### config.mk
export PLATFORM = sky130hd
export DESIGN_NAME = value_list_table_engine
export DESIGN_NICKNAME = d
export VERILOG_FILES = /design/src/vlte_pkg.sv /design/src/value_list_table_engine.sv
export VERILOG_INCLUDE_DIRS = /design/src /design/src/src
export SDC_FILE = /design/constraint.sdc
export NUM_CORES = 2
export LEC_CHECK = 0
export BUFFER_PORTS_ARGS = -buffer_cell sky130_fd_sc_hd__buf_4
export CAP_MARGIN = 10
export CORE_MARGIN = 10
export CORE_UTILIZATION = 30
export CTS_BUF_LIST = sky130_fd_sc_hd__clkbuf_4
export DETAILED_ROUTE_END_ITERATION = 8
export PLACE_DENSITY = 0.41
export SYNTH_ARGS = -nofsm -noshare
export SYNTH_HDL_FRONTEND = slang
export SYNTH_SLANG_ARGS = --single-unit
### constraint.sdc
create_clock -name clk -period 10.55 [get_ports clk]
set_input_delay 2.11 -clock clk [delete_from_list [all_inputs] [get_ports clk]]
set_output_delay 2.11 -clock clk [all_outputs]
set_load 0.05 [all_outputs]
### src/value_list_table_engine_defines.svh
// Assertion macros used by the RTL file of the value list table engine.
`ifndef VALUE_LIST_TABLE_ENGINE_DEFINES_SVH
`define VALUE_LIST_TABLE_ENGINE_DEFINES_SVH

`ifndef ASSERT_OFF
`define VLTE_ASSERT(label, prop) \
	label: assert property (@(posedge clk) disable iff (!arst_n) prop) \
		else $error("value list table engine: assertion failed");
`define VLTE_ASSERT_NEVER(label, prop) \
	label: assert property (@(posedge clk) disable iff (!arst_n) !(prop)) \
		else $error("value list table engine: forbidden condition seen");
`else
`define VLTE_ASSERT(label, prop)
`define VLTE_ASSERT_NEVER(label, prop)
`endif

`endif

### src/vlte_pkg.sv
package vlte_pkg;

	typedef logic [2:0]  opcode_t;
	typedef logic [1:0]  status_t;
	typedef logic [31:0] word_t;

	localparam opcode_t OP_APPEND   = 3'd0;
	localparam opcode_t OP_SEARCH   = 3'd1;
	localparam opcode_t OP_REMFIRST = 3'd2;
	localparam opcode_t OP_REMALL   = 3'd3;
	localparam opcode_t OP_DUMP     = 3'd4;
	localparam opcode_t OP_ASC      = 3'd5;
	localparam opcode_t OP_DESC     = 3'd6;
	localparam opcode_t OP_NONE     = 3'd7;

	localparam status_t STAT_OK       = 2'd0;
	localparam status_t STAT_FULL     = 2'd1;
	localparam status_t STAT_NOTFOUND = 2'd2;
	localparam status_t STAT_EMPTY    = 2'd3;

	localparam word_t SIGN_BIT = 32'h8000_0000;

	// Maps a signed value onto an unsigned key whose ascending order is the
	// wanted output order; the mapping is its own inverse.
	function automatic word_t sort_key(input word_t v, input logic desc);
		word_t k;
		k = v ^ SIGN_BIT;
		return desc ? ~k : k;
	endfunction

endpackage

### src/value_list_table_engine.sv
// Append writes the store on acceptance; search and removals scan every entry held.
// Stored readout emits the entries in stored order; sorted readouts make a full pass
// through the store per result.
// One item is taken at a time; the single-port store with registered read sets the pace.
// Reset (arst_n low) empties the list and clears the output valid at once.
`include "value_list_table_engine_defines.svh"

module value_list_table_engine
	import vlte_pkg::*;
#(
	parameter int CAPACITY = 64
) (
	input  logic        clk,
	input  logic        arst_n,
	input  logic        s_tvalid,
	output logic        s_tready,
	input  logic [31:0] s_tdata,  // operand_value
	input  logic [2:0]  s_tuser,  // opcode
	output logic        m_tvalid,
	input  logic        m_tready,
	output logic [47:0] m_tdata,  // position, result_value, entry_total, zero fill
	output logic [1:0]  m_tuser,  // status
	output logic        m_tlast   // last_of_run
);

	localparam int CW = $clog2(CAPACITY + 1);
	localparam int IW = (CAPACITY > 1) ? $clog2(CAPACITY) : 1;

	localparam logic [2:0] S_IDLE = 3'd0;
	localparam logic [2:0] S_READ = 3'd1;
	localparam logic [2:0] S_DATA = 3'd2;
	localparam logic [2:0] S_EMIT = 3'd3;
	localparam logic [2:0] S_FIN  = 3'd4;

	logic [2:0]    state_q;
	opcode_t       op_q;
	word_t         val_q;
	word_t         rd_q;
	word_t         store_q [CAPACITY];
	logic [CW-1:0] cnt_q, idx_q, wr_q, pos_q, k_q;
	logic          found_q;
	status_t       stat_q;
	logic          have_last_q, have_best_q;
	word_t         last_key_q, best_key_q;
	logic [CW-1:0] last_idx_q, best_idx_q;

	logic          out_free, accept, scan_last, match, drop, desc;
	logic          emit, app_ok;
	logic          we;
	logic [IW-1:0] wa;
	word_t         wd, key;
	logic          above, better;

	assign s_tready  = (state_q == S_IDLE);
	assign accept    = s_tvalid && s_tready;
	assign app_ok    = accept && (s_tuser == OP_APPEND) && (cnt_q < CW'(CAPACITY));
	assign out_free  = !m_tvalid || m_tready;
	assign emit      = out_free && (((state_q == S_DATA) && (op_q == OP_DUMP))
	                   || (state_q == S_EMIT) || (state_q == S_FIN));
	assign scan_last = (CW'(idx_q + 1'b1) == cnt_q);
	assign match     = (rd_q == val_q);
	assign drop      = match && ((op_q == OP_REMALL) || ((op_q == OP_REMFIRST) && !found_q));
	assign desc      = (op_q == OP_DESC);
	assign key       = sort_key(rd_q, desc);
	assign above     = !have_last_q || (key > last_key_q)
	                   || ((key == last_key_q) && (idx_q > last_idx_q));
	assign better    = !have_best_q || (key < best_key_q);

	always_comb begin
		we = 1'b0;
		wa = cnt_q[IW-1:0];
		wd = s_tdata;
		if (app_ok) begin
			we = 1'b1;
		end else if ((state_q == S_DATA) && !drop
		             && ((op_q == OP_REMFIRST) || (op_q == OP_REMALL))) begin
			we = 1'b1;
			wa = wr_q[IW-1:0];
			wd = rd_q;
		end
	end

	always_ff @(posedge clk) begin
		if (we) begin
			store_q[wa] <= wd;
		end
		if (state_q == S_READ) begin
			rd_q <= store_q[idx_q[IW-1:0]];
		end
	end

	always_ff @(posedge clk or negedge arst_n) begin
		if (!arst_n) begin
			state_q     <= S_IDLE;
			cnt_q       <= '0;
			m_tvalid    <= 1'b0;
			op_q        <= OP_NONE;
			idx_q       <= '0;
			wr_q        <= '0;
			pos_q       <= '0;
			k_q         <= '0;
			found_q     <= 1'b0;
			stat_q      <= STAT_OK;
			have_last_q <= 1'b0;
			have_best_q <= 1'b0;
		end else begin
			if (emit) begin
				m_tvalid <= 1'b1;
			end else if (m_tready) begin
				m_tvalid <= 1'b0;
			end
			unique case (state_q)
				S_IDLE: begin
					if (accept) begin
						op_q        <= s_tuser;
						val_q       <= s_tdata;
						idx_q       <= '0;
						wr_q        <= '0;
						pos_q       <= '0;
						k_q         <= '0;
						found_q     <= 1'b0;
						have_last_q <= 1'b0;
						have_best_q <= 1'b0;
						if (s_tuser == OP_APPEND) begin
							state_q <= S_FIN;
							if (cnt_q < CW'(CAPACITY)) begin
								cnt_q  <= CW'(cnt_q + 1'b1);
								stat_q <= STAT_OK;
							end else begin
								stat_q <= STAT_FULL;
							end
						end else if (s_tuser == OP_NONE) begin
							state_q <= S_IDLE;
						end else if (cnt_q == '0) begin
							state_q <= S_FIN;
							stat_q  <= (s_tuser == OP_DUMP || s_tuser == OP_ASC
							            || s_tuser == OP_DESC) ? STAT_EMPTY : STAT_NOTFOUND;
						end else begin
							state_q <= S_READ;
						end
					end
				end
				S_READ: begin
					state_q <= S_DATA;
				end
				S_DATA: begin
					if (op_q == OP_DUMP) begin
						if (out_free) begin
							m_tuser  <= STAT_OK;
							m_tlast  <= scan_last;
							m_tdata  <= {3'b000, 7'(cnt_q), rd_q, 6'd0};
							idx_q    <= CW'(idx_q + 1'b1);
							state_q  <= scan_last ? S_IDLE : S_READ;
						end
					end else if (op_q == OP_ASC || op_q == OP_DESC) begin
						if (above && better) begin
							best_key_q  <= key;
							best_idx_q  <= idx_q;
							have_best_q <= 1'b1;
						end
						idx_q   <= CW'(idx_q + 1'b1);
						state_q <= scan_last ? S_EMIT : S_READ;
					end else begin
						if (match) begin
							found_q <= 1'b1;
							if (!found_q && (op_q != OP_REMALL)) begin
								pos_q <= idx_q;
							end
						end
						if (!drop) begin
							wr_q <= CW'(wr_q + 1'b1);
						end
						idx_q <= CW'(idx_q + 1'b1);
						if (scan_last) begin
							state_q <= S_FIN;
							stat_q  <= (found_q || match) ? STAT_OK : STAT_NOTFOUND;
							if (op_q != OP_SEARCH) begin
								cnt_q <= CW'(wr_q + {{(CW-1){1'b0}}, !drop});
							end
						end else begin
							state_q <= S_READ;
						end
					end
				end
				S_EMIT: begin
					if (out_free) begin
						m_tuser     <= STAT_OK;
						m_tlast     <= (CW'(k_q + 1'b1) == cnt_q);
						m_tdata     <= {3'b000, 7'(cnt_q), sort_key(best_key_q, desc), 6'd0};
						last_key_q  <= best_key_q;
						last_idx_q  <= best_idx_q;
						have_last_q <= 1'b1;
						have_best_q <= 1'b0;
						idx_q       <= '0;
						k_q         <= CW'(k_q + 1'b1);
						state_q     <= (CW'(k_q + 1'b1) == cnt_q) ? S_IDLE : S_READ;
					end
				end
				S_FIN: begin
					if (out_free) begin
						m_tuser  <= stat_q;
						m_tlast  <= 1'b1;
						m_tdata  <= {3'b000, 7'(cnt_q), 32'd0, 6'(pos_q)};
						state_q  <= S_IDLE;
					end
				end
				default: begin
					state_q <= S_IDLE;
				end
			endcase
		end
	end

	`VLTE_ASSERT(a_count_in_range, cnt_q <= CW'(CAPACITY))
	`VLTE_ASSERT(a_append_grows, app_ok |=> (cnt_q == CW'($past(cnt_q) + 1'b1)))
	`VLTE_ASSERT(a_scan_in_list, (state_q == S_READ || state_q == S_DATA) |-> (idx_q < cnt_q))
	`VLTE_ASSERT_NEVER(a_write_overtakes_read, (state_q == S_DATA) && (wr_q > idx_q))

endmodule
==> metrics.csv <==
stage,metric,value,unit
drt,drtIter0Drc,4003,
pwr,ir_drop,0.1792,mV
drt,wirelength,261000,um
layout,final_cell_mix,"edfxtp_1, clkbuf_4, mux4_2, buf_4, xnor2_1",
worst_setup_path,crit_required,11.41,ns
timing,fmax,189.6,MHz
floorplanning,die_x,568.3,um
synthesis,synth_cell_types,62,
placement,place_hpwl,156500,um
drt,wl_per_cell,28.59,um
clock_tree,cts.reportedPaths.clkPinSlew,0.06,ns
clock_tree,clockBufferDepth,4,
floorplanning,io_pins,92,
global_routing,grt_pass1_vias,46467,
global_routing,grt_max_degree,118,
worst_setup_path,endpoint_kind,flop,
synthesis,seq_area_frac_synth,0.7578,
synthesis,yosys.area.top_type,edfxtp_1,
placement,dp_slack,4.893,ns
drt,vias,44263,
timing,hold_violations,0,
timing,worst_pin_slew,1.269,ns
clock_tree,cts_root_buffer,clkbuf_4,
synthesis,ys.flop_type,edfxtp_1,
drt,viasPerCell,4.848,
layout,drive_gt1_frac,0.3971,
clock_tree,cts_setup_buffers,0,
clock_tree,clk_latency,1.26,ns
timing,finClkSkew,0.1004,ns
timing,max_slew_margin,0.1516,
layout,area_growth,15.98,%
clock_tree,cts_made_buffers,631,
timing,setup_ws,5.275,ns
global_routing,antenna_found_initial,29,
synthesis,synthCells,4048,
worst_setup_path,critPathKind,flop to flop,
timing,setup_tns,0,ns
floorplanning,core,299500,um2
floorplanning,die_y,568.3,um
clock_tree,cts_tree,built,
synthesis,ys_seq_elements,2284,
global_routing,grt_first_pass_wirelength,366300,um
worst_setup_path,critPathArrivalTime,6.13,ns
floorplanning,die-area,323000,um2
layout,fin_util,0.3493,
synthesis,yosys-top-cells-area,"edfxtp_1, mux4_2, dfrtp_1",
drt,ant_nets,0,
synthesis,syn_area_per_cell,22.28,um2
run,max_cap_viol_count,0,
clock_tree,postCtsHoldBufs,0,
layout,final_common_cell,edfxtp_1,
run_status,outcome,"finished, final reports clean",
worst_setup_path,cp_max_fo,44,
timing,fin_crit_sh,0.5000,
worst_setup_path,cp-start-kind,flop,
timing,setup_viol,0,
placement,globalplace.congestion,0.7543,
hold_path,hold_class,flop to flop,
placement,placed_cells,8024,
layout,nets,4816,
layout,nFillCells,28227,
global_routing,track_usage,0.1577,
floorplanning,rows,201,
synthesis,synth-edff-count,2238,
drt,drt_pass1_iterations,5,
clock_tree,cts_resized,0,
synthesis,syn-cell-area,90200,um2
global_routing,grt_overflow_total,0,
layout,final_cells,9131,
timing,grt_setup_unrepaired,false,
timing,period_needed,5.275,ns
placement,dpl-instance-area,96550,um2
clock_tree,cts.sinks,2284,
placement,io_buffers,88,
timing,drv_slew,0,
synthesis,synth_top_area_share,0.7450,
synthesis,async_flop_share,0.02014,
synthesis,yosysWarnings,0,
floorplanning,start_util,0.3012,
pwr,p_leak,32.75,nW
clock_tree,htreeDepth,6,
layout,fin_area,104600,um2
drt,drc_errors,0,
pwr,p_per_area,235.1,nW/um2
## cell families (layout without fill, tap and decap cells)
| logic type | Yosys count | count (layout) | share of synthesized area |
|---|---|---|---|
| buf+inv | 302 | 1407 | 0.01513 |
| flops | 2284 | 2284 | 0.7578 |
| xor+xnor | 125 | 125 | 0.01214 |
| compound gates | 207 | 207 | 0.01361 |
| other cells | 1 | 21 | 0.00004157 |
| mux | 723 | 723 | 0.1728 |
| fa+ha+maj | 77 | 77 | 0.01068 |
| simple gates | 329 | 329 | 0.01775 |
## metrics by stage
stage	total power, mW	hold slack [ns]
final	24.60	0.4210
after global routing	25.86	0.4341
after CTS	25.10	0.4193
after detailed placement	16.91	0.4045
after global placement	16.93	0.4009
after floorplan	14.45	0.4003
## layout make-up
type                            count  area, um2  area share
Tap cell                         3958       4952     0.04734
Sequential cell                  2284      68380      0.6536
Clock inverter                    120      738.2    0.007056
Inverter                           93      349.1    0.003337
Timing Repair Buffer              226       1809     0.01729
Antenna cell                       18      45.04   0.0004305
Clock buffer                      968       7267     0.06946
Multi-Input combinational cell   1464      21080      0.2014
## path summary, 6_finish.rpt
| check | start | endpoint | slack [ns] | cells after the start |
|---|---|---|---|---|
| worst max-delay path | op_q[0] | best_key_q[11] | 5.27 | 13 |
| worst min-delay path | best_idx_q[0] | last_idx_q[0] | 0.42 | 0 |
| worst max register to register | op_q[0] | best_key_q[11] | 5.27 | 13 |
| worst min register to register | best_idx_q[0] | last_idx_q[0] | 0.42 | 0 |
| max in group asynchronous | arst_n | idx_q[4] | 9.04 | 1 |
| min in group asynchronous | arst_n | m_tvalid | 0.89 | 1 |
## cells in the mapped netlist (10+ instances only)
cell type  instances
edfxtp_1        2238
mux4_2           663
xnor2_1          108
clkbuf_1         105
o21ai_0           95
inv_1             92
nand2_1           88
ha_1              77
nor2_1            72
nor3_1            46
dfrtp_1           43
mux2_2            43
buf_2             38
buf_4             37
a21oi_1           36
nand3_1           27
buf_1             23
nand4_1           22
xor2_1            17
mux2i_1           16
nand2b_1          15
and2_1            12
a31oi_1           11
a211oi_1          10
nor2b_1           10
## flip-flops by register name (all words and copies together), names as in the netlist, 32 cells and up
name / count
best_key_q: 32
last_key_q: 32
m_tdata: 45
rd_q: 32
store_q: 2048
val_q: 32
## power breakdown
group          total (mW)  switching [mW]  internal [mW]
logic                5.80            3.52           2.28
registers            10.7           0.278           10.5
clock network        8.04            3.72           4.33
## critical path, cell delays in order, from the launching register on
cell,delay [ns]
dfstp_2,0.59
nand3b_1,0.13
buf_4,0.36
buf_4,0.69
xnor2_1,0.24
ha_1,0.35
a211o_1,0.29
a21oi_1,0.10
o21ai_0,0.11
a31oi_1,0.20
o21ai_0,0.17
a211oi_1,0.52
o311a_2,0.57
buf_4,0.48
## metal layers
metal	track usage	part of all wire	routed length [um]
met3	0.03229	0.058	15060
met4	0.03772	0.017	4350
met2	0.2528	0.48	125200
met5	0	0	0
met1	0.2211	0.45	116400
(Power assumes the default switching activity.)
